$ cat config.mk
export PLATFORM = sky130hd
export DESIGN_NAME = rmzyx_cell
export DESIGN_NICKNAME = d
export VERILOG_FILES = /design/src/rtl/rmzyx_pkg.sv /design/src/rtl/rmzyx_cell.sv
export SDC_FILE = /design/constraint.sdc
export NUM_CORES = 1
export LEC_CHECK = 0
export CAP_MARGIN = 20
export CORE_UTILIZATION = 30
export DETAILED_ROUTE_END_ITERATION = 10
export DONT_BUFFER_PORTS = 1
export PLACE_DENSITY = 0.49
export RECOVER_POWER = 25
export SYNTH_ARGS = -nofsm -noshare
export SYNTH_HDL_FRONTEND = slang
export SYNTH_SLANG_ARGS = --single-unit
export TNS_END_PERCENT = 100
$ cat constraint.sdc
create_clock -name clk -period 4.8 [get_ports clk]
set_clock_uncertainty 0.15 [all_clocks]
set_input_delay 0.72 -clock clk [delete_from_list [all_inputs] [get_ports clk]]
set_output_delay 0.72 -clock clk [all_outputs]
set_load 0.005 [all_outputs]
$ cat src/rtl/rmzyx_pkg.sv
// ---------------------------------------------------------------------------
// ZYX Euler angle package
// Types, constants and helper functions shared by the CORDIC pipeline.
// ---------------------------------------------------------------------------
package rmzyx_pkg;

  localparam int VW = 36;
  localparam int ZW = 20;
  localparam int TABLE_LEN = 24;
  localparam logic signed [ZW-1:0] HALF_PI_Z = 20'sd102944;
  localparam logic [29:0] INV_GAIN_Q30 = 30'd652032874;
  localparam logic signed [17:0] YAW_LIMIT = 18'sd25736;
  localparam logic signed [17:0] PITCH_LIMIT = 18'sd12868;

  typedef struct packed {
    logic signed [VW-1:0] x;
    logic signed [VW-1:0] y;
    logic signed [ZW-1:0] z;
    logic zero;
  } vec_t;

  typedef struct packed {
    logic signed [VW-1:0] ax;
    logic signed [VW-1:0] ay;
    logic signed [VW-1:0] bx;
    logic signed [VW-1:0] by;
  } sh_t;

  function automatic logic signed [VW-1:0] widen(input logic signed [15:0] v);
    return {{(VW-32){v[15]}}, v, 16'b0};
  endfunction

  function automatic logic signed [ZW-1:0] atan_step(input int unsigned i);
    logic signed [ZW-1:0] r;
    case (i)
      0: r = 20'sd51472;
      1: r = 20'sd30386;
      2: r = 20'sd16055;
      3: r = 20'sd8150;
      4: r = 20'sd4091;
      5: r = 20'sd2047;
      6: r = 20'sd1024;
      7: r = 20'sd512;
      8: r = 20'sd256;
      9: r = 20'sd128;
      10: r = 20'sd64;
      11: r = 20'sd32;
      12: r = 20'sd16;
      13: r = 20'sd8;
      14: r = 20'sd4;
      15: r = 20'sd2;
      16: r = 20'sd1;
      default: r = '0;
    endcase
    return r;
  endfunction

  function automatic logic signed [17:0] to_q213(input logic signed [ZW-1:0] z,
                                                  input logic signed [17:0] lim);
    logic signed [ZW:0] s;
    logic signed [17:0] a;
    s = {z[ZW-1], z} + 21'sd4;
    a = s[ZW:3];
    if (a > lim) a = lim;
    if (a < -lim) a = -lim;
    return a;
  endfunction

endpackage

$ cat src/rtl/rmzyx_cell.sv
// ---------------------------------------------------------------------------
// CORDIC vectoring cell
// One micro-rotation with a fixed shift; shadow vectors follow the same
// direction. A zero vector passes through unchanged.
// ---------------------------------------------------------------------------
module rmzyx_cell #(
  parameter int STEP = 0
) (
  input  logic clk,
  input  rmzyx_pkg::vec_t vec_in,
  input  rmzyx_pkg::sh_t sh_in,
  output rmzyx_pkg::vec_t vec_out,
  output rmzyx_pkg::sh_t sh_out
);
  import rmzyx_pkg::*;

  vec_t vec_next;
  sh_t sh_next;
  logic cw;

  always_comb begin
    cw = !vec_in.y[VW-1];
    vec_next = vec_in;
    sh_next = sh_in;
    if (!vec_in.zero) begin
      if (cw) begin
        vec_next.x = vec_in.x + (vec_in.y >>> STEP);
        vec_next.y = vec_in.y - (vec_in.x >>> STEP);
        vec_next.z = vec_in.z + atan_step(STEP);
        sh_next.ax = sh_in.ax + (sh_in.ay >>> STEP);
        sh_next.ay = sh_in.ay - (sh_in.ax >>> STEP);
        sh_next.bx = sh_in.bx + (sh_in.by >>> STEP);
        sh_next.by = sh_in.by - (sh_in.bx >>> STEP);
      end else begin
        vec_next.x = vec_in.x - (vec_in.y >>> STEP);
        vec_next.y = vec_in.y + (vec_in.x >>> STEP);
        vec_next.z = vec_in.z - atan_step(STEP);
        sh_next.ax = sh_in.ax - (sh_in.ay >>> STEP);
        sh_next.ay = sh_in.ay + (sh_in.ax >>> STEP);
        sh_next.bx = sh_in.bx - (sh_in.by >>> STEP);
        sh_next.by = sh_in.by + (sh_in.bx >>> STEP);
      end
    end
  end

  always_ff @(posedge clk) begin
    vec_out <= vec_next;
    sh_out <= sh_next;
  end

endmodule

After elaboration in Yosys (flattened, before gate mapping) --
Cells that the tools add are included. W data, S select, Z words.
Word-level totals: input port bits 238, bits in latches 0, word-level logic and storage cells 23, output and inout bits 237, memories 0, bits in writable memories 0, ROM bits 0, register bits 237
Cells by class: add/sub/neg operators 11, muxes and demuxes 4, divide/modulo/power cells 0, magnitude comparators 0, shift-type cells 0, multiply operators 0, bitwise operators 0, reductions and logical operators 0, equality and inequality tests 0
Operators with widths (count):
- $mux W144 | 2
- $sub A36 B36 Y36 | 6
- $mux W92 | 2
- $add A36 B36 Y36 | 3
- $add A20 B17 Y20 const B | 1
- $sub A20 B17 Y20 const B | 1

Logic depth before layout (Yosys ltp) --
depth after elaboration 3, mapped depth 15, mapped depth without buffers 13

Least setup slack after synthesis --
Ideal clock, no wire load.
path kind input to register, from input port vec_in[56] (netlist bit), to register vec_out[19] (netlist bit), path slack 949 ps, data required time 4526 ps, library setup time 124 ps, arrival 3577 ps, buffers on the path 3, stages 15, cell sequence inv_1 clkbuf_1 clkbuf_1 clkbuf_1 fa_1 nor2b_1 o21ai_0 a21boi_0 o21ai_0 a21oi_1 o21ai_0 a21oi_1 o311ai_0 a2111oi_0 nand3b_1
RTL lines:
- start, declared | line rmzyx_cell.sv:10 | input rmzyx_pkg::vec_t vec_in,
- end signal, assigned | line rmzyx_cell.sv:47 | vec_out <= vec_next;
- end, declared | line rmzyx_cell.sv:12 | output rmzyx_pkg::vec_t vec_out,

==> reports/results.ini <==
[pwr]
vdd_drop_max_uv = 236
leakage_nw = 13.1
power_mw = 8.57
cellPowerDensity_nw_per_um2 = 289

[die]
rows = 109
die_x_um = 303
initial_utilization_pct = 30.5
die_y_um = 303
coreArea_sq_um = 88900
dieArea_sq_um = 91700
pin_count = 475

[global_routing]
grt_pass1_wl_um = 169000
grt_pass1_vias = 26600
antenna_found_initial = 1
grt_max_degree = 342
grt_remaining_overflow = 0
grt.total_usage_pct = 23.9

[setup_path]
critPathCaptureType = flop
max_stage_delay_ns = 0.77
cp.arrival_ns = 4.31
path_class = in -> reg
required_ns = 5.20
worstPathMaxFanout = 10
cp_slowest_cell = nor3_1
crit_path_start_kind = input port
path_cells = inv_1 -> ha_1 -> nand4_1 -> nor3_1 -> nand4_1 -> nor2_1 -> nor3_1 -> and3_1 -> mux2_2 -> a2111oi_0 -> buf_4

[cells_and_area]
drive_gt1_share_pct = 5.30
final_common_cell = a21oi_1
final_cell_mix = a21oi_1, ha_1, inv_1, nor2_1, o21ai_0
num_antenna_cells = 0
fin_nets = 4258
area_delta_synth_final_pct = 9.40

[clock_tree]
cts_sinks = 237
htreeDepth = 2
cts_tree = yes
cts_resized = 0
postCtsSetupBuffers = 0
cts_max_path_buffers = 3
numCtsBuffers = 37
path_clk_slew_ns = 0.06
cts_root_buffer = clkbuf_16

[sta]
hold_viol = 0
setup_viol = 0
worstMarginPinSlew_ns = 3.11
worst_slack_ns = 0.885
finalSetupTns_ns = 0
slew_headroom_pct = -108
finalCriticalPeriod_ns = 3.92
drv_slew = 84
min_period_over_period_pct = 81.6
rsz0062_at_grt = no
max_freq_mhz = 255

[job]
cap_violations = 1

[logic_synthesis]
ys_seq_area_share_pct = 17.5
synth_ff_type = dfxtp_1
synth_edf_count = 0
synthesis.nets = 4346
postSynthRegisterBits = 237
synth_warnings = 0
synth.distinct_cells = 94
syn-instance-count = 3755
synthArstFlopShare_pct = 0
syn_avg_cell_area_sq_um = 7.23
syn_area_sq_um = 27100

[route]
final_antenna_net_count = 0
drc = 0
avgViaCountPerCell = 5.62
vias = 27300
wl_per_cell_um = 23.4
first_pass_iters = 5
wirelength_um = 114000
drt_iter0_drc = 2392

[run_status]
status = finished with violations
violations = capacitance limit, slew limit

[placement]
place.gp.congestion = 0.967
hpwl_um = 88400
portBuffers = 0
dp_slack_ns = 0.364

[hold_path]
min_path_type = in -> reg
whs_path_depth = 1

## cell families (layout without fill, tap and decap cells)
group / after synthesis / count (layout) / synth area share (%)
and+or+nand+nor: 979 / 979 / 17.0
DFF: 237 / 237 / 17.5
AOI/OAI and AO/OA: 1348 / 1348 / 31.5
xor gates and xnor gates: 185 / 185 / 5.97
muxes: 94 / 94 / 3.49
buffers and inverters: 559 / 499 / 7.95
adders and majority gates: 353 / 353 / 16.6
## power breakdown
part,switching (mW),leakage (nW),internal [mW],total (mW)
Sequential,0.235,2.00,2.28,2.51
Clock,1.16,0.640,1.82,2.98
Combinational,1.91,10.5,1.17,3.08
Total,3.31,13.1,5.26,8.57
## final cells by class
class	count	area, sq um
Sequential cell	237	4740
Timing Repair Buffer	76	586
Clock buffer	43	988
Clock inverter	24	327
Fill cell	9744	59200
Tap cell	1165	1460
Inverter	356	1350
Multi-Input combinational cell	2959	20200
## routing by layer
metal / GRT usage, % / routed length, um / vias to the layer above
met5: 0 / 0 / -
met4: 6.68 / 3250 / 0
met3: 6.31 / 10000 / 161
met2: 37.9 / 50400 / 1096
met1: 31.5 / 49900 / 13000
li1: - / - / 13100
## what timing repair did
action | 4_1_cts | 5_1_grt
hold buffers | 4 | 0
endpoints found under the setup margin | 0 | 0
hold endpoints to repair | 4 | 0
## worst paths after layout
check / start / endpoint / slack [ns]
max: sh_in[98] / sh_out[106] / 0.88
min: vec_in[5] / vec_out[5] / 0.07
## critical path: cells and delay by family
family                   cells  cell delay [ns]
AND/OR/NAND/NOR              6             2.00
AO/OA/AOI/OAI                1             0.56
adder cells (fa/ha/maj)      1             0.51
multiplexers                 1             0.27
buffers and inverters        2             0.24
## sequential cells by signal, summed over array words and instances (netlist names)
name and flops:
sh_out 144, vec_out 93
## stage by stage
step                      cells  util (%)  hold WS [ns]  cell area (sq um)
after floorplan            3755         -         0.598              27100
after global placement     4788      31.9         0.598              28300
after detailed placement   4788      31.9         0.598              28300
after CTS                  4859      33.4        0.0152              29700
after global routing       4860      33.4        0.0217              29700
final                      4860      33.4        0.0731              29700
## synth_stat cells (12+ instances only)
master     count  area [sq um]
nor4_1        29           181
o22ai_1       13          81.3
a221oi_1      15           131
a211o_1       12           105
clkbuf_1     134           503
nand2b_1      42           263
o21a_1        33           248
nor2_1       317          1190
xor2_1        17           149
ha_1         343          4290
or2_2         21           131
a31oi_1       37           231
nand2_1      245           920
or4_1         13          97.6
a21oi_1      455          2280
o211ai_1      37           278
dfxtp_1      237          4740
o31ai_1       49           368
a2111oi_0     17           149
inv_1        341          1280
mux2i_1       90           901
nor3_1        86           430
o21ai_0      282          1410
xnor2_1      168          1470
and2_1        20           125
a21o_1       100           751
o221ai_1      12           105
or3_1         34           213
a21boi_0      21           158
o21bai_1      91           683
nor2b_1       34           213
a211oi_1      39           293
buf_1         37           139
and3_1        17           106
nand3_1       55           275
nand4_1       38           238
buf_2         27           135
No activity file was read; power rests on OpenSTA's default activity.
