--- src/rtl/rmzyx_pkg.sv ---
// ---------------------------------------------------------------------------
// ZYX Euler angle package
// Types, constants and helper functions shared by the CORDIC pipeline.
// ---------------------------------------------------------------------------
package rmzyx_pkg;

  localparam int VW = 36;
  localparam int ZW = 20;
  localparam int TABLE_LEN = 24;
  localparam logic signed [ZW-1:0] HALF_PI_Z = 20'sd102944;
  localparam logic [29:0] INV_GAIN_Q30 = 30'd652032874;
  localparam logic signed [17:0] YAW_LIMIT = 18'sd25736;
  localparam logic signed [17:0] PITCH_LIMIT = 18'sd12868;

  typedef struct packed {
    logic signed [VW-1:0] x;
    logic signed [VW-1:0] y;
    logic signed [ZW-1:0] z;
    logic zero;
  } vec_t;

  typedef struct packed {
    logic signed [VW-1:0] ax;
    logic signed [VW-1:0] ay;
    logic signed [VW-1:0] bx;
    logic signed [VW-1:0] by;
  } sh_t;

  function automatic logic signed [VW-1:0] widen(input logic signed [15:0] v);
    return {{(VW-32){v[15]}}, v, 16'b0};
  endfunction

  function automatic logic signed [ZW-1:0] atan_step(input int unsigned i);
    logic signed [ZW-1:0] r;
    case (i)
      0: r = 20'sd51472;
      1: r = 20'sd30386;
      2: r = 20'sd16055;
      3: r = 20'sd8150;
      4: r = 20'sd4091;
      5: r = 20'sd2047;
      6: r = 20'sd1024;
      7: r = 20'sd512;
      8: r = 20'sd256;
      9: r = 20'sd128;
      10: r = 20'sd64;
      11: r = 20'sd32;
      12: r = 20'sd16;
      13: r = 20'sd8;
      14: r = 20'sd4;
      15: r = 20'sd2;
      16: r = 20'sd1;
      default: r = '0;
    endcase
    return r;
  endfunction

  function automatic logic signed [17:0] to_q213(input logic signed [ZW-1:0] z,
                                                  input logic signed [17:0] lim);
    logic signed [ZW:0] s;
    logic signed [17:0] a;
    s = {z[ZW-1], z} + 21'sd4;
    a = s[ZW:3];
    if (a > lim) a = lim;
    if (a < -lim) a = -lim;
    return a;
  endfunction

endpackage

--- src/rtl/rmzyx_gain.sv ---
// ---------------------------------------------------------------------------
// Gain correction stage
// Removes the CORDIC gain from the first column's length over two stages
// and forms the vectors for the pitch and roll angles.
// ---------------------------------------------------------------------------
module rmzyx_gain (
  input  logic clk,
  input  logic signed [rmzyx_pkg::VW-1:0] mag_in,
  input  logic signed [15:0] col0_z_in,
  input  rmzyx_pkg::sh_t sh_in,
  output logic signed [rmzyx_pkg::VW-1:0] pitch_x,
  output logic signed [rmzyx_pkg::VW-1:0] pitch_y,
  output logic signed [rmzyx_pkg::VW-1:0] roll_x,
  output logic signed [rmzyx_pkg::VW-1:0] roll_y
);
  import rmzyx_pkg::*;

  logic [46:0] p_lo;
  logic [46:0] p_hi;
  logic signed [15:0] col0_z_a;
  logic signed [VW-1:0] ay_a;
  logic signed [VW-1:0] by_a;
  logic [VW+29:0] sum;

  always_ff @(posedge clk) begin
    p_lo <= 47'(mag_in[16:0]) * 47'(INV_GAIN_Q30);
    p_hi <= 47'(mag_in[33:17]) * 47'(INV_GAIN_Q30);
    col0_z_a <= col0_z_in;
    ay_a <= sh_in.ay;
    by_a <= sh_in.by;
  end

  always_comb begin
    sum = ((VW+30)'(p_hi) << 17) + (VW+30)'(p_lo) + (VW+30)'(1 << 29);
  end

  always_ff @(posedge clk) begin
    pitch_x <= signed'(sum[VW+29:30]);
    pitch_y <= -widen(col0_z_a);
    roll_x <= ay_a;
    roll_y <= -by_a;
  end

endmodule

--- config.mk ---
export PLATFORM = sky130hd
export DESIGN_NAME = rmzyx_gain
export DESIGN_NICKNAME = d
export VERILOG_FILES = /design/src/rtl/rmzyx_pkg.sv /design/src/rtl/rmzyx_gain.sv
export SDC_FILE = /design/constraint.sdc
export NUM_CORES = 1
export LEC_CHECK = 0
export BUFFER_PORTS_ARGS = -buffer_cell sky130_fd_sc_hd__buf_2
export CAP_MARGIN = 15
export CORE_MARGIN = 5
export CORE_UTILIZATION = 65
export DETAILED_ROUTE_END_ITERATION = 16
export HOLD_SLACK_MARGIN = 0.02
export PLACE_DENSITY = 0.88
export SLEW_MARGIN = 5
export SYNTH_ARGS = -nofsm -noshare
export SYNTH_HDL_FRONTEND = slang
export SYNTH_SLANG_ARGS = --single-unit
--- constraint.sdc ---
create_clock -name clk -period 13.5 [get_ports clk]
set_input_delay 0.675 -clock clk [delete_from_list [all_inputs] [get_ports clk]]
set_output_delay 0.675 -clock clk [all_outputs]
set_load 0.1 [all_outputs]
* Word-level counts from Yosys, hierarchy flattened
Index checks and enable logic that the tools add are counted.
** Storage, ports and cells
- Memories :: 0
- Memory bits (writable) :: 0
- Output and inout bits :: 144
- ROM bits :: 0
- Bits of input ports :: 197
- Flip-flop bits (word level) :: 324
- Bits in latches :: 0
** Operators by class
- Mux-type cells :: 0
- Reduce and logical (&&, ||, !) cells :: 0
- Shift operators :: 0
- $lt $le $gt $ge :: 0
- $mul :: 2
- Eq/ne operators :: 0
- $add $sub $neg :: 4
- Bitwise gates (word level) :: 0
- Div/mod/pow operators :: 0
** Operators with widths (number)
- 17-bit by 29-bit multiplier with 46-bit output, second input constant :: 2
- 65-bit by 30-bit adder with 66-bit output, second input constant :: 1
- 64-bit by 47-bit adder with 65-bit output :: 1
- 32-bit negator with 36-bit output :: 1
- 36-bit negator :: 1

* Logic depth before layout (Yosys ltp)
Gate-level depths: netlist of the first run.
- Word-level depth :: 2
- Depth in mapped cells :: 22
- Depth with buffers taken out :: 21

* Least setup slack after synthesis of the first run
OpenSTA, ideal clock, no wires.
- Path type :: input to register
- Start :: input port mag_in[11] in the netlist's numbering
- End :: register p_lo[34]
- Library setup time :: 72 ps
- Cell stages on the path :: 19
- Data arrival time :: 5771 ps
- Setup slack :: 7656 ps
- Required time :: 13428 ps
- Cell sequence :: fa_1 > inv_1 > fa_1 > fa_1 > inv_1 > fa_1 > fa_1 > inv_1 > fa_1 > inv_1 > ha_1 > a21o_1 > a21o_1 > a21oi_1 > o21ai_0 > a311oi_2 > o21ai_2 > a221oi_2 > xnor2_1
** Between the ends
- Cells in the longest elaborated chain, start to end :: 1
** Ends and longest elaborated chain
- start: declaration :: RTL line rmzyx_gain.sv:8 : input logic signed [rmzyx_pkg::VW-1:0] mag_in,
- 17-bit by 29-bit multiplier with 46-bit output :: RTL line rmzyx_gain.sv:26 : p_lo <= 47'(mag_in[16:0]) * 47'(INV_GAIN_Q30);
- end signal: assignment :: RTL line rmzyx_gain.sv:26
- end: declaration :: RTL line rmzyx_gain.sv:18 : logic [46:0] p_lo;
Every way passes these cells.

* Final worst setup path of the first run
- Start :: input port mag_in[28] in the netlist's numbering
- End :: register p_hi[44]
** Between the ends
- Cells in the longest elaborated chain, start to end :: 1
** Ends and longest elaborated chain
- 17-bit by 29-bit multiplier with 46-bit output :: RTL line rmzyx_gain.sv:27 : p_hi <= 47'(mag_in[33:17]) * 47'(INV_GAIN_Q30);
- end signal: assignment :: RTL line rmzyx_gain.sv:27
- end: declaration :: RTL line rmzyx_gain.sv:19 : logic [46:0] p_hi;
Every way passes these cells.

==> impl_results.md, run 1 <==
* Status: finished clean
* Core Rows at 73
* Residual DRC count at 0
* Clk_lat worst skew at 0.57 ns
* Setup crit end kind: flip-flop
* Slew @ Worst Pin at 0.767 ns
* Total global routing overflow at 0
* Max-Cap Viols at 0
* Synth Instances at 2496
* Post-synth top area share at 30.3%
* Initial Util at 65.4%
* Worst Hold Path EP: ay_a[11]
* Cell Chain, Critical Path: buf_2 -> ha_1 -> inv_1 -> fa_1 -> fa_1 -> inv_1 -> fa_1 -> fa_1 -> inv_1 -> fa_1 -> inv_1 -> ha_1 -> nand4_1 -> nor2_1 -> nand2_1 -> o211ai_1 -> o31ai_1 -> o21ai_0 -> a31oi_1 -> xnor2_1
* EDFF count, synth at 0
* Post-CTS setup buffers at 0
* DR vias at 18146
* # IOs at 341
* Setup Viol. Count Final at 0
* DR iter-0 viols at 1340
* PostCTS Resize Cnt at 0
* Most frequent cell after synthesis: inv_1
* CP required at 13.94 ns
* Unrepaired setup endpoints after global routing: no
* Post-route worst setup slack at 7.01 ns
* Slew Limit Headroom at 48.4%
* Min Tclk post-route at 6.49 ns
* DP HPWL at 55900 um
* Most common cell on crit path: fa_1
* Fmax at 154 MHz
* CTS max path bufs at 3
* Bufs and invs on worst path at 5
* Global-route wire length before repair at 106000 um
* Die width at 209 um
* Synth warn at 0
* Root Buffer: clkbuf_16
* Hold Startpoint: sh_in[83]
* Final WL at 66200 um
* GPL Wtd Cong at 1.00
* Total negative slack at 0 ns
* Cell variety after synth at 76
* Async set or reset register ratio after synthesis at 0%
* Via density per instance at 5.50
* Drt first pass iters at 8
* Layout cell share with drive strength beyond 1 at 11.9%
* Fin. max-slew vios at 0
* Mapped cell area at 25800 um^2
* Pin count of the biggest net entering global routing at 16
* Setup CP Type: input pin to flip-flop
* Wirelength per Cell at 20.1 um
* Core box area at 39500 um^2
* Layout area overhead at 10.5%
* Die Area at 43800 um^2
* CTS Buf Count at 29
* Arr. time, crit path at 6.93 ns
* CTS tree: yes
* Crit path largest cell delay at 0.62 ns
* R2R Path End: pitch_x[34]
* Ys flop type: dfxtp_1
* Port bufs at 249
* Layout Utilization at 72.2%
* WHS Path Cells at 1
* Initial antenna violation count at 4
* Area contributors post-synth: fa_1, dfxtp_1, ha_1
* Pre-CTS setup slack at 6.56 ns
* Hold slack at 0.200 ns
* Slowest CP cell: fa_1
* Final Cycle Share at 48.1%
* R2r startpoint: p_lo[32]
* Largest area contributor in the netlist: fa_1
* Syn_area_per_cell at 10.3 um^2
* Type of origin of the critical path: input pin
* CP max FO at 5
* Yosys reg bits at 290
* H-tree levels at 1
* Vias in the first global route at 19463
* Fillers at 2864
* Antenna viol nets, final at 0
* Nets at 3708
* Reg2reg setup slack at 10.15 ns
* Most common library cells after synthesis: inv_1, fa_1, ha_1
* Hold Vio Cnt, Final at 0
* Post-CTS Hold Fix Bufs at 0
* Global router's overall resource usage at 30.6%
* Worst Skew at 0.0208 ns
* Hold WC Path Type: input pin to flip-flop
* Clk slew on worst S/H paths at 0.06 ns
* DIE HEIGHT at 209 um
* Sequential element share of the synthesized area at 22.5%
* Top delay family on crit path: adder cells
* R2R depth at 10
* Total clock sinks at 290
cell families (layout without fill, tap and decap cells):
logic type | count (synthesis) | in the layout | synth area share [%]
AOI/OAI and AO/OA | 293 | 293 | 7.44
xor gates and xnor gates | 146 | 146 | 4.96
adders and majority gates | 760 | 760 | 48.2
buffers and inverters | 681 | 940 | 10.2
DFF | 290 | 290 | 22.5
muxes | 2 | 2 | 0.0824
other | 1 | 21 | 0.0145
and+or+nand+nor | 323 | 323 | 6.58
placed cells by master (no fill, tap or decap), drive strengths merged, types with 54 or more instances in the layout:
cell / count
a21oi: 97
xnor2: 97
nor2: 68
a21o: 54
dfxtp: 290
nand2: 80
fa: 391
buf: 249
ha: 369
inv: 643
area by class of cell:
class | count | area, um^2 | share of cell area (%)
multi-input cells | 1541 | 17400 | 61.1
flip-flops and latches | 290 | 5810 | 20.4
inverters | 640 | 2400 | 8.43
repair buffers | 249 | 1250 | 4.37
clock buffers | 36 | 782 | 2.74
well taps | 525 | 657 | 2.30
clock inverters | 15 | 176 | 0.619
diodes | 4 | 10.0 | 0.0351
how the worst max path moves through the flow:
stage / cells past startpoint / slack [ns] / to / startpoint
2_1_floorplan: 19 / 7.66 / p_lo[34] / mag_in[11]
3_3_place_gp: 20 / 6.69 / p_hi[40] / mag_in[23]
3_5_place_dp: 22 / 6.56 / p_hi[44] / mag_in[23]
4_1_cts: 22 / 7.13 / p_hi[44] / mag_in[23]
5_1_grt: 20 / 6.68 / p_hi[40] / mag_in[32]
6_report: 20 / 7.01 / p_hi[44] / mag_in[28]
per-stage QoR:
stage / std cells / cell area, um^2
2_1_floorplan: 2512 / 25900
3_3_place_gp: 3245 / 27500
3_5_place_dp: 3245 / 27500
4_1_cts: 3296 / 28500
5_1_grt: 3300 / 28500
6_report: 3300 / 28500
worst register-to-register path: cells and delay by family (launching register included):
family | cells | cell delay, ns
AOI/OAI and AO/OA | 4 | 1.30
and+or+nand+nor | 4 | 0.95
DFF | 1 | 0.30
adders and majority gates | 2 | 0.67
metal layers:
| layer | up-vias | wire (um) | GRT usage (%) |
|---|---|---|---|
| met2 | 757 | 30500 | 48.4 |
| met4 | 0 | 1950 | 8.21 |
| met3 | 110 | 6050 | 7.40 |
| li1 | 8336 | - | - |
| met1 | 8943 | 27700 | 42.6 |
| met5 | - | 0 | 0 |
state kept, by name (all words and copies together), names as in the netlist:
| register | flops |
|---|---|
| p_hi | 46 |
| by_a | 36 |
| roll_x | 36 |
| pitch_y | 20 |
| p_lo | 29 |
| pitch_x | 35 |
| roll_y | 36 |
| ay_a | 36 |
| col0_z_a | 16 |
Power of run 1 is left out: the tool's default activity adds up to more than one toggle a clock period on the data nets, which glitch-free logic cannot reach.
==> inputs of run 2 (changes only) <==
Settings changed: CORE_UTILIZATION 65 to 54, PLACE_DENSITY 0.88 to 0.78.
Clock period 13.5 ns to 5.5 ns, I/O delays scaled along.
==> impl_results.md, run 2 (synthesis results as in run 1) <==
* Initial Util at 54.3%
* Pin count of the biggest net entering global routing at 17
* Nets at 4140
* DR vias at 19693
* DP HPWL at 61200 um
* Slew @ Worst Pin at 1.04 ns
* H-tree levels at 1
* Core Rows at 80
* Hold Vio Cnt, Final at 0
* CTS tree: yes
* GPL Wtd Cong at 1.05
* Total clock sinks at 290
* Drt first pass iters at 7
* Most frequent cells in the layout: inv_1, fa_1, ha_1
* Max-Cap Viols at 0
* Global router's overall resource usage at 28.3%
* Initial antenna violation count at 1
* Core box area at 47500 um^2
* Max reg flops at 46
* Setup Viol. Count Final at 0
* Root Buffer: clkbuf_16
* Layout cell share with drive strength beyond 1 at 21.7%
* Die width at 229 um
* DIE HEIGHT at 229 um
* WL met2 at 34100 um
* Fillers at 3498
* Top Metal Used: met4
* Arr. time, crit path at 5.80 ns
* Setup crit end kind: flip-flop
* # IOs at 341
* CP max FO at 5
* CP required at 5.97 ns
* Type of origin of the critical path: input pin
* Min Tclk post-route at 5.33 ns
* DRT met1 WL at 30000 um
* Commonest non-fill, non-tap cell in the layout: inv_1
* Vias in the first global route at 21926
* Wirelength per Cell at 19.2 um
* Setup CP Type: input pin to flip-flop
* Unrepaired setup endpoints after global routing: no
* Clk_lat worst skew at 0.58 ns
* Worst Skew at 0.0165 ns
* Fin. max-slew vios at 0
* Via density per instance at 5.15
* Antenna viol nets, final at 0
* DR iter-0 viols at 1189
* Total global routing overflow at 0
* Post-DP Area at 30200 um^2
* Layout area overhead at 25.0%
* Routed wl met3 at 6600 um
* Hold WC Path Type: input pin to flip-flop
* Fmax at 188 MHz
* CTS max path bufs at 3
* Residual DRC count at 0
* Clk slew on worst S/H paths at 0.06 ns
* Final Cycle Share at 96.9%
* Global-route wire length before repair at 118000 um
* Final WL at 73400 um
* CTS Buf Count at 30
* Status: finished clean
* Finished Cell Area at 32300 um^2
* Slew Limit Headroom at 30.3%
* Largest Register: p_hi
* Port bufs at 249
* Die Area at 52300 um^2
## run 2: area by class of cell
type / instances / area, um^2 / share of cell area [%]
Antenna cell: 1 / 2.50 / 0.00776
Clock buffer: 39 / 865 / 2.68
Clock inverter: 17 / 179 / 0.555
Inverter: 640 / 2400 / 7.45
Multi-Input combinational cell: 1541 / 17500 / 54.3
Sequential cell: 290 / 5810 / 18.0
Tap cell: 615 / 769 / 2.39
Timing Repair Buffer: 680 / 4710 / 14.6
## run 2: path summary, 6_finish.rpt
check,from,end,slack [ns],cells past startpoint
hold reg to reg,ay_a[11],roll_x[11],0.32,0
setup / recovery,mag_in[11],p_lo[41],0.17,22
setup reg to reg,p_hi[15],pitch_x[34],2.20,10
hold / removal,mag_in[19],p_hi[3],0.15,3
## run 2: through the flow
step | setup WS, ns | TNS (ns) | hold slack [ns] | utilization (%) | cells
finish | 0.172 | 0 | 0.153 | 67.8 | 3823
global route | 0.00452 | 0 | 0.183 | 67.8 | 3823
CTS | 0.157 | 0 | 0.149 | 67.6 | 3820
floorplan | 0.0564 | 0 | 0.303 | - | 2512
detailed placement | -0.438 | -11.47 | 0.312 | 63.5 | 3674
global placement | -0.377 | -8.60 | 0.310 | 63.5 | 3674
## run 2: worst max-delay path, cell delays in order
cell and delay, ns:
buf_2 0.16, buf_4 0.15, ha_1 0.20, inv_1 0.12
fa_2 0.48, fa_1 0.56, inv_1 0.10, fa_1 0.55
fa_1 0.56, inv_1 0.06, fa_1 0.56, inv_1 0.05
ha_1 0.35, nand2_1 0.09, o21a_1 0.18, a31oi_1 0.11
buf_4 0.17, and3_1 0.20, a21o_1 0.22, o21a_2 0.23
a211o_1 0.30, o211a_1 0.13
## run 2: repair_timing
item,4_1_cts,5_1_grt
resized for setup,0,26
endpoints found under the setup margin,0,20
hold buffers,90,0
hold endpoints to repair,90,0
buffers inserted,0,2
## run 2: layer usage
metal / global-route usage [%] / vias to the layer above
met4: 8.83 / 0
met2: 46.7 / 750
met3: 8.07 / 147
li1: - / 9185
met5: 0 / -
met1: 36.3 / 9611
Power of run 2 is left out for the same reason.
