[src/rtl/rmzyx_pkg.sv]
// ---------------------------------------------------------------------------
// ZYX Euler angle package
// Types, constants and helper functions shared by the CORDIC pipeline.
// ---------------------------------------------------------------------------
package rmzyx_pkg;

  localparam int VW = 36;
  localparam int ZW = 20;
  localparam int TABLE_LEN = 24;
  localparam logic signed [ZW-1:0] HALF_PI_Z = 20'sd102944;
  localparam logic [29:0] INV_GAIN_Q30 = 30'd652032874;
  localparam logic signed [17:0] YAW_LIMIT = 18'sd25736;
  localparam logic signed [17:0] PITCH_LIMIT = 18'sd12868;

  typedef struct packed {
    logic signed [VW-1:0] x;
    logic signed [VW-1:0] y;
    logic signed [ZW-1:0] z;
    logic zero;
  } vec_t;

  typedef struct packed {
    logic signed [VW-1:0] ax;
    logic signed [VW-1:0] ay;
    logic signed [VW-1:0] bx;
    logic signed [VW-1:0] by;
  } sh_t;

  function automatic logic signed [VW-1:0] widen(input logic signed [15:0] v);
    return {{(VW-32){v[15]}}, v, 16'b0};
  endfunction

  function automatic logic signed [ZW-1:0] atan_step(input int unsigned i);
    logic signed [ZW-1:0] r;
    case (i)
      0: r = 20'sd51472;
      1: r = 20'sd30386;
      2: r = 20'sd16055;
      3: r = 20'sd8150;
      4: r = 20'sd4091;
      5: r = 20'sd2047;
      6: r = 20'sd1024;
      7: r = 20'sd512;
      8: r = 20'sd256;
      9: r = 20'sd128;
      10: r = 20'sd64;
      11: r = 20'sd32;
      12: r = 20'sd16;
      13: r = 20'sd8;
      14: r = 20'sd4;
      15: r = 20'sd2;
      16: r = 20'sd1;
      default: r = '0;
    endcase
    return r;
  endfunction

  function automatic logic signed [17:0] to_q213(input logic signed [ZW-1:0] z,
                                                  input logic signed [17:0] lim);
    logic signed [ZW:0] s;
    logic signed [17:0] a;
    s = {z[ZW-1], z} + 21'sd4;
    a = s[ZW:3];
    if (a > lim) a = lim;
    if (a < -lim) a = -lim;
    return a;
  endfunction

endpackage

[src/rtl/rmzyx_prerot.sv]
// ---------------------------------------------------------------------------
// CORDIC pre-rotation stage
// Folds a vector into the right half plane by a quarter turn and flags
// the zero vector; shadow vectors receive the same quarter turn.
// ---------------------------------------------------------------------------
module rmzyx_prerot (
  input  logic clk,
  input  logic signed [rmzyx_pkg::VW-1:0] x,
  input  logic signed [rmzyx_pkg::VW-1:0] y,
  input  rmzyx_pkg::sh_t sh_in,
  output rmzyx_pkg::vec_t vec_out,
  output rmzyx_pkg::sh_t sh_out
);
  import rmzyx_pkg::*;

  vec_t vec_next;
  sh_t sh_next;

  always_comb begin
    vec_next.x = x;
    vec_next.y = y;
    vec_next.z = '0;
    vec_next.zero = (x == '0) && (y == '0);
    sh_next = sh_in;
    if (x[VW-1]) begin
      if (!y[VW-1]) begin
        vec_next.x = y;
        vec_next.y = -x;
        vec_next.z = HALF_PI_Z;
        sh_next.ax = sh_in.ay;
        sh_next.ay = -sh_in.ax;
        sh_next.bx = sh_in.by;
        sh_next.by = -sh_in.bx;
      end else begin
        vec_next.x = -y;
        vec_next.y = x;
        vec_next.z = -HALF_PI_Z;
        sh_next.ax = -sh_in.ay;
        sh_next.ay = sh_in.ax;
        sh_next.bx = -sh_in.by;
        sh_next.by = sh_in.bx;
      end
    end
  end

  always_ff @(posedge clk) begin
    vec_out <= vec_next;
    sh_out <= sh_next;
  end

endmodule

[config.mk]
export PLATFORM = sky130hd
export DESIGN_NAME = rmzyx_prerot
export DESIGN_NICKNAME = d
export VERILOG_FILES = /design/src/rtl/rmzyx_pkg.sv /design/src/rtl/rmzyx_prerot.sv
export SDC_FILE = /design/constraint.sdc
export NUM_CORES = 1
export LEC_CHECK = 0
export ABC_CLOCK_PERIOD_IN_PS = 1820
export BUFFER_PORTS_ARGS = -buffer_cell sky130_fd_sc_hd__buf_2
export CAP_MARGIN = 20
export CELL_PAD_IN_SITES_DETAIL_PLACEMENT = 0
export CELL_PAD_IN_SITES_GLOBAL_PLACEMENT = 2
export CORE_MARGIN = 2
export CORE_UTILIZATION = 24
export CTS_CLUSTER_DIAMETER = 150
export DETAILED_ROUTE_END_ITERATION = 6
export GPL_TIMING_DRIVEN = 0
export PLACE_DENSITY_LB_ADDON = 0.1
export SETUP_SLACK_MARGIN = 0.4
export SLEW_MARGIN = 5
export SYNTH_ARGS = -nofsm -noshare
export SYNTH_HDL_FRONTEND = slang
export SYNTH_SLANG_ARGS = --single-unit
[constraint.sdc]
create_clock -name clk -period 1.82 [get_ports clk]
set_input_delay 0 -clock clk [delete_from_list [all_inputs] [get_ports clk]]
set_output_delay 0 -clock clk [all_outputs]
set_load 0.02 [all_outputs]
# Word-level counts from Yosys, hierarchy flattened
# Index checks and enable logic that the tools add are counted.
[op_classes]
eq_ne = 0
n_div = 0
shifts = 0
addsub = 6
bitwise = 0
magnitude_cmp = 0
n_mul = 0
n_reduce_logical = 4
mux = 4
[ops]
columns = ["cell", "n"]
rows = [
  ["two-way mux 144 bit", 2],
  ["negation 36 bit", 6],
  ["two-way mux 91 bit", 2],
  ["zero test 36 bit", 2],
  ["AND reduction 2 bit", 1],
  ["logical AND 1 bit", 1],
]
[totals]
word_cells = 23
latch_bits = 0
romBits = 0
mem_count = 0
ff_bits = 237
mem_bits_rw = 0
input_bits = 217
out_inout_bits = 237

# Depth between registers and ports, before layout
# Gate-level depths: netlist of the first run.
[logic_depth]
ltp_word = 3
ltp_mapped = 8
depth_no_buf = 7

# Worst setup path before layout of the first run
# No wires, ideal clock.
[synth_timing]
kind = "input to register"
start = "input port x[30] (netlist bit)"
end = "register vec_out[55] (netlist bit)"
stages = 5
path_slack_ns = 0.072
t_required_ns = 1.697
t_arrival_ns = 1.625
n_path_buf = 0
setup_ns = 0.123
path_cell_list = "or4_1 > or3_1 > or3_2 > a222oi_1 > nand2_1"
[synth_lines]
columns = ["item", "line_no", "rtl"]
rows = [
  ["from (decl)", "rmzyx_prerot.sv:8", "input logic signed [rmzyx_pkg::VW-1:0] x,"],
  ["to (signal assigned)", "rmzyx_prerot.sv:47", "vec_out <= vec_next;"],
  ["to (decl)", "rmzyx_prerot.sv:11", "output rmzyx_pkg::vec_t vec_out,"],
]

==> metrics.md, run 1 <==
| Metric | Value |
|---|---|
| Status | `complete, but fails checks` |
| Failing checks | `hold timing` |
| Hold path cells | `3` |
| Fin util | `40.9%` |
| GRT overflow | `0` |
| Hold WS | `-0.323 ns` |
| Commonest non-fill, non-tap cell in the layout | `buf_2` |
| Initial core utilization | `24.3%` |
| Mapped Cells | `1452` |
| Cell leakage power | `0.00828 uW` |
| Row count | `80` |
| Worst setup EP type | `register` |
| Residual DRC count | `0` |
| Hold Vio Cnt, Final | `13` |
| Die area | `50000 um2` |
| Reg clk slew, reported paths | `0.06 ns` |
| Maximum clock rate | `0.710 GHz` |
| Unrepaired setup endpoints after global routing | `yes` |
| Tot GR Track Use | `24.6%` |
| Hold path start | `x[0]` |
| Initial drt markers | `914` |
| Finished Cell Area | `19500 um2` |
| Sequential share of the synthesized area | `38.1%` |
| Nets | `2451` |
| GR Util met2 | `39.8%` |
| Post-synthesis register bit count | `220` |
| Pre-antenna DRT Iters | `5` |
| Met1 Resource Use GR | `32.7%` |
| Vias per inst | `4.91` |
| Cell area power density | `775 nW/um2` |
| Met3 Track Usage GR | `4.81%` |
| Post-synth EDFFs | `0` |
| Layout area overhead | `68.2%` |
| Core Box Area | `47600 um2` |
| HPWL Detailed | `46600 um` |
| Area leader, netlist | `dfxtp_1` |
| Synth top area share | `38.1%` |
| Max-slew headroom | `31.4%` |
| DRT Wirelength | `64500 um` |
| Die width | `224 um` |
| CTS Buf Count | `29` |
| Slew Limit Fails | `0` |
| Most frequent cells in the layout | `buf_2 (444), nor2_1 (264), dlygate4sd3_1 (264), dfxtp_1 (219), a21oi_1 (212)` |
| Async set or reset register ratio after synthesis | `0%` |
| Peak VDD IR | `0.000518 V` |
| Via count | `14122` |
| # setup viols final | `0` |
| Placed Instance Area | `15200 um2` |
| Vias in the first global route | `14208` |
| Worst min-delay path class | `input pin to register` |
| Main area contributors after synthesis | `dfxtp_1 (38%), a21oi_1 (9.5%), nor2_1 (8.8%), xnor2_1 (7.3%), xor2_1 (7.2%)` |
| PortBufs | `446` |
| Clock Root Buffer | `clkbuf_16` |
| CP arrival | `1.83 ns` |
| Die H | `224 um` |
| Synth warn | `0` |
| Required @ worst endpoint | `2.24 ns` |
| Worst slew pin tran | `1.03 ns` |
| Predominant post-synthesis flop cell | `dfxtp_1` |
| Clock H-tree levels | `1` |
| Crit path max fanout | `10` |
| Hold path endpoint | `vec_out[21]$_DFF_P_` |
| Crit Path Category | `input pin to register` |
| Placer Congestion | `0.857` |
| CTS sink cnt | `220` |
| Initial antenna violation count | `15` |
| Cell breakdown of the critical path | `buf_2 > inv_1 > ha_1 > nor2b_2 > nand4_1 > buf_4 > o31ai_1 > xor2_1 > a21oi_1` |
| Max incr delay on CP | `0.31 ns` |
| Max-cap viol count | `0` |
| Crit start category | `input pin` |
| Mapped Avg Cell Area | `7.97 um2` |
| Cell variety after synth | `50` |
| First-pass GRT wire length | `92500 um` |
| Clock Path Buffers | `3` |
| Most used routing layer | `met2` |
| Io pins | `454` |
| Fin crit share | `77.4%` |
| CTS tree | `yes` |
| Netlist Area Pre-Place | `11600 um2` |
| Routed Antenna Nets | `0` |
| Routed wire length per instance | `22.4 um` |
| Pin count of the biggest net entering global routing | `15` |
| Slowest cell on the critical path | `o31ai_1` |
| Crit path time final | `1.41 ns` |
| Share of post-route cells with drive strength above 1 | `31.8%` |
## how the worst max path moves through the flow
stage	startpoint	to	slack (ns)	cells after the start
2_1_floorplan	x[30]	vec_out[55]$_DFF_P_	0.12	5
3_3_place_gp	y[35]	sh_out[141]$_DFF_P_	-0.99	7
3_5_place_dp	y[35]	sh_out[139]$_DFF_P_	-0.97	7
4_1_cts	y[35]	vec_out[87]$_DFF_P_	0.34	7
5_1_grt	y[35]	sh_out[135]$_DFF_P_	0.35	7
6_report	y[0]	vec_out[87]$_DFF_P_	0.41	9
## per-stage QoR
| step | power [uW] | setup slack [ns] | TNS (ns) | cells | hold slack [ns] |
|---|---|---|---|---|---|
| 2_1_floorplan | 7390 | 0.119 | 0 | 1456 | 0.0277 |
| 3_3_place_gp | 8990 | -0.989 | -121.40 | 2517 | 0.164 |
| 3_5_place_dp | 8970 | -0.968 | -118.57 | 2518 | 0.163 |
| 4_1_cts | 15100 | 0.341 | 0 | 2833 | -0.382 |
| 5_1_grt | 15700 | 0.353 | 0 | 2870 | -0.319 |
| 6_report | 15100 | 0.411 | 0 | 2874 | -0.323 |
## flip-flops by register name, summed over array words and instances, names as in the netlist
signal	count
sh_out	144
vec_out	76
## cell families after synthesis
family,Yosys count,synth area share (%)
AOI/OAI and AO/OA,383,19.8
xor gates and xnor gates,192,14.5
adders and majority gates,6,0.649
buffers and inverters,135,5.06
DFF,220,38.1
muxes,16,1.49
other,1,0.0324
and+or+nand+nor,499,20.4
## synthesized netlist by cell type (19+ instances only)
master and number:
o31ai_1 31, inv_1 30, xnor2_1 97, o41ai_1 30, dfxtp_1 220, nor4_1 35
nand2_1 43, a21oi_1 220, nor2_1 270, clkbuf_1 79, a31oi_1 32, o21ai_0 36
or3_1 19, xor2_1 95, nor3_1 43, a41oi_1 24
## timing repair
item / in CTS / in global routing
hold buffers: 250 / 21
gates cloned: 0 / 1
setup buffers: 12 / 10
pin swaps: 13 / 28
endpoints found under the hold margin: 218 / 32
endpoints found under the setup margin: 214 / 111
gates resized for setup: 31 / 92
## cell type report
type / count / area, um2
clock inverter: 15 / 115
fill: 5100 / 28200
tap: 615 / 769
inverter: 30 / 120
buffer: 105 / 576
timing repair buffer: 741 / 5210
multi-input combinational: 1101 / 7440
sequential: 220 / 4410
clock buffer: 38 / 800
antenna: 9 / 22.5
## power breakdown
group          internal, uW  switching (uW)  leakage (uW)  total [uW]
Combinational          1580            2410       0.00597        3990
Sequential             5300             159       0.00186        5460
Clock                  3220            2410      0.000456        5630
Total                 10100            4980       0.00828       15100
## critical path, delay by kind of cell
family | cells | cell delay, ns
buffers and inverters | 3 | 0.50
adders and majority gates | 1 | 0.19
xor gates and xnor gates | 1 | 0.21
AOI/OAI and AO/OA | 2 | 0.43
and+or+nand+nor | 2 | 0.49
## per-layer routing
metal | wire (um) | vias up
met4 | 2010 | 14
met1 | 29000 | 6757
met3 | 4060 | 114
met2 | 29300 | 528
li1 | - | 6709
met5 | 78 | -
No activity file was read; power rests on OpenSTA's default activity.
==> run 2: changes to the inputs <==
--- a/config.mk
+++ b/config.mk
@@ -5,13 +5,13 @@
 export SDC_FILE = /design/constraint.sdc
 export NUM_CORES = 1
 export LEC_CHECK = 0
-export ABC_CLOCK_PERIOD_IN_PS = 1820
+export ABC_CLOCK_PERIOD_IN_PS = 1380
 export BUFFER_PORTS_ARGS = -buffer_cell sky130_fd_sc_hd__buf_2
 export CAP_MARGIN = 20
 export CELL_PAD_IN_SITES_DETAIL_PLACEMENT = 0
 export CELL_PAD_IN_SITES_GLOBAL_PLACEMENT = 2
 export CORE_MARGIN = 2
-export CORE_UTILIZATION = 24
+export CORE_UTILIZATION = 27
 export CTS_CLUSTER_DIAMETER = 150
 export DETAILED_ROUTE_END_ITERATION = 6
 export GPL_TIMING_DRIVEN = 0
==> constraint.sdc (replaced) <==
create_clock -name clk -period 1.38 [get_ports clk]
set_input_delay 0 -clock clk [delete_from_list [all_inputs] [get_ports clk]]
set_output_delay 0 -clock clk [all_outputs]
set_load 0.02 [all_outputs]
==> metrics.md, run 2 (synthesis gave the netlist of run 1 again) <==
| Metric | Value |
|---|---|
| Commonest non-fill, non-tap cell in the layout | `buf_6 (was buf_2)` |
| Io pins | `454 (unchanged)` |
| Routed wire length per instance | `23.2 um (was 22.4 um)` |
| Maximum clock rate | `0.753 GHz` |
| First-pass GRT wire length | `94100 um (was 92500 um)` |
| Switch share | `31.3% (was 33.0%)` |
| Routed Antenna Nets | `0 (unchanged)` |
| Failing checks | `hold timing (unchanged)` |
| PnR worst setup slack | `0.0527 ns (was 0.411 ns)` |
| NetSw | `6900 uW (was 4980 uW)` |
| Hold Vio Cnt, Final | `31 (was 13)` |
| Initial drt markers | `772 (was 914)` |
| Pre-CTS WS | `-0.879 ns (was -0.968 ns)` |
| Initial antenna violation count | `9 (was 15)` |
| Max reg flops | `144 (unchanged)` |
| Placed Instance Area | `16100 um2 (was 15200 um2)` |
| Row count | `75 (was 80)` |
| Max-cap viol count | `0 (unchanged)` |
| Worst slew pin tran | `1.12 ns (was 1.03 ns)` |
| Cell leakage power | `0.0103 uW (was 0.00828 uW)` |
| Cell area power density | `897 nW/um2 (was 775 nW/um2)` |
| Reg clk slew, reported paths | `0.06 ns (about the same)` |
| Slew Limit Fails | `0 (unchanged)` |
| CP arrival | `1.78 ns (was 1.83 ns)` |
| Tot GR Track Use | `28.1% (was 24.6%)` |
| Core Box Area | `42100 um2 (was 47600 um2)` |
| Die area | `44500 um2 (was 50000 um2)` |
| Sequential power share | `34.0% (was 36.2%)` |
| Comb pwr share | `30.0% (was 26.4%)` |
| CTS tree | `yes (unchanged)` |
| Status | `complete, but fails checks (unchanged)` |
| Die H | `211 um (was 224 um)` |
| Cell breakdown of the critical path | `buf_8 > or4_4 > clkbuf_16 > nand3b_1 > buf_4 > buf_6 > o31ai_4 > xor2_1 > a21oi_1 (was buf_2 > inv_1 > ha_1 > nor2b_2 > nand4_1 > buf_4 > o31ai_1 > xor2_1 > a21oi_1)` |
| Worst setup EP type | `register (unchanged)` |
| Unrepaired setup endpoints after global routing | `yes (unchanged)` |
| Area of the multi-input gates | `9300 um2 (was 7440 um2)` |
| Finished Cell Area | `24600 um2 (was 19500 um2)` |
| Clock H-tree levels | `1 (unchanged)` |
| Most frequent cells in the layout | `buf_6 (287), nor2_1 (261), dlygate4sd3_1 (222), dfxtp_2 (217), a21oi_1 (191) (was buf_2 (444), nor2_1 (264), dlygate4sd3_1 (264), dfxtp_1 (219), a21oi_1 (212))` |
| Overall Power | `22000 uW (was 15100 uW)` |
| Required @ worst endpoint | `1.83 ns (was 2.24 ns)` |
| Pin count of the biggest net entering global routing | `15 (unchanged)` |
| Pre-antenna DRT Iters | `5 (unchanged)` |
| Max-slew headroom | `24.4% (was 31.4%)` |
| Fin cells | `2872 (was 2874)` |
| Vias in the first global route | `14927 (was 14208)` |
| Fin crit share | `96.2%` |
| DRT Wirelength | `66700 um (was 64500 um)` |
| Crit path max fanout | `2 (was 10)` |
| Residual DRC count | `0 (unchanged)` |
| Crit path time final | `1.33 ns` |
| Slowest cell on the critical path | `or4_4 (was o31ai_1)` |
| Crit start category | `input pin (unchanged)` |
| Max incr delay on CP | `0.53 ns (was 0.31 ns)` |
| Initial core utilization | `27.5% (was 24.3%)` |
| Placed cells | `2441 (was 2518)` |
| Fillers | `3811 (was 5100)` |
| PortBufs | `446 (unchanged)` |
| Layout area overhead | `112% (was 68.2%)` |
| Clock Path Buffers | `3 (unchanged)` |
| HPWL Detailed | `44800 um (was 46600 um)` |
| Clk pwr share | `36.0% (was 37.4%)` |
| Vias per inst | `5.14 (was 4.91)` |
| Storage cell area | `4680 um2 (was 4410 um2)` |
| Share of post-route cells with drive strength above 1 | `53.7% (was 31.8%)` |
| Placer Congestion | `0.872 (was 0.857)` |
| Nets | `2531 (was 2451)` |
| Die width | `211 um (was 224 um)` |
| CTS Buf Count | `29 (unchanged)` |
| Biggest regs | `sh_out x144, vec_out x76 (unchanged)` |
| CTS sink cnt | `220 (unchanged)` |
| Crit Path Category | `input pin to register (unchanged)` |
| GRT overflow | `0 (unchanged)` |
| # setup viols final | `0 (unchanged)` |
| Pint | `15100 uW (was 10100 uW)` |
| Hold WS | `-0.299 ns (was -0.323 ns)` |
| Worst min-delay path class | `input pin to register (unchanged)` |
| Clock Root Buffer | `clkbuf_16 (unchanged)` |
| Peak VDD IR | `0.000732 V (was 0.000518 V)` |
| Via count | `14756 (was 14122)` |
| Register with the most flip-flops | `sh_out (unchanged)` |
==> run 2: per-stage QoR <==
step / utilization [%] / hold slack (ns) / TNS [ns]
after floorplan: - / 0.0277 / -12.96
after global placement: 38.2 / 0.169 / -121.66
after detailed placement: 38.2 / 0.167 / -121.77
after CTS: 51.1 / -0.333 / 0
after global routing: 58.3 / -0.293 / 0
final: 58.3 / -0.299 / 0
==> run 2: area by class of cell <==
class | count | area share (%)
sequential | 220 | 19.1
tap | 539 | 2.75
multi-input combinational | 1101 | 37.9
clock buffer | 40 | 3.33
antenna | 5 | 0.0509
timing repair buffer | 821 | 31.7
inverter | 30 | 0.703
buffer | 105 | 3.85
clock inverter | 11 | 0.657
==> run 2: metal layers <==
metal  share of wire (%)  track usage [%]  up-vias
li1                    -                -     6881
met1                  42             35.8     7162
met2                  47             45.5      558
met3                 6.8             6.14      145
met4                 3.8             12.4       10
met5               0.088                0        -
==> run 2: power by group through the flow <==
stage | Combinational, uW | Clock (uW) | Sequential [uW]
2_1_floorplan | 1790 | 0 | 8100
4_1_cts | 5570 | 8060 | 7240
5_1_grt | 6970 | 8350 | 7540
6_report | 6610 | 7930 | 7490
3_5_place_dp | 4640 | 0 | 7330
3_3_place_gp | 4640 | 0 | 7330
==> run 2: final timing paths <==
| path | from | endpoint | slack, ns | cells after the start |
|---|---|---|---|---|
| setup / recovery | sh_in[90] | sh_out[133]$_DFF_P_ | 0.05 | 9 |
| hold / removal | y[0] | vec_out[57]$_DFF_P_ | -0.30 | 3 |
==> run 2: critical path, delay by kind of cell <==
| family | cells | cell delay, ns |
|---|---|---|
| XOR/XNOR | 1 | 0.21 |
| AND/OR/NAND/NOR | 2 | 0.74 |
| AO/OA/AOI/OAI | 2 | 0.27 |
| buffers and inverters | 4 | 0.56 |
==> run 2: what timing repair did <==
item,in CTS,in global routing
setup endpoints to repair,450,398
gates resized for setup,371,817
hold buffers,198,35
setup buffers,100,34
gates cloned,9,0
pin swaps,208,183
hold endpoints to repair,218,72
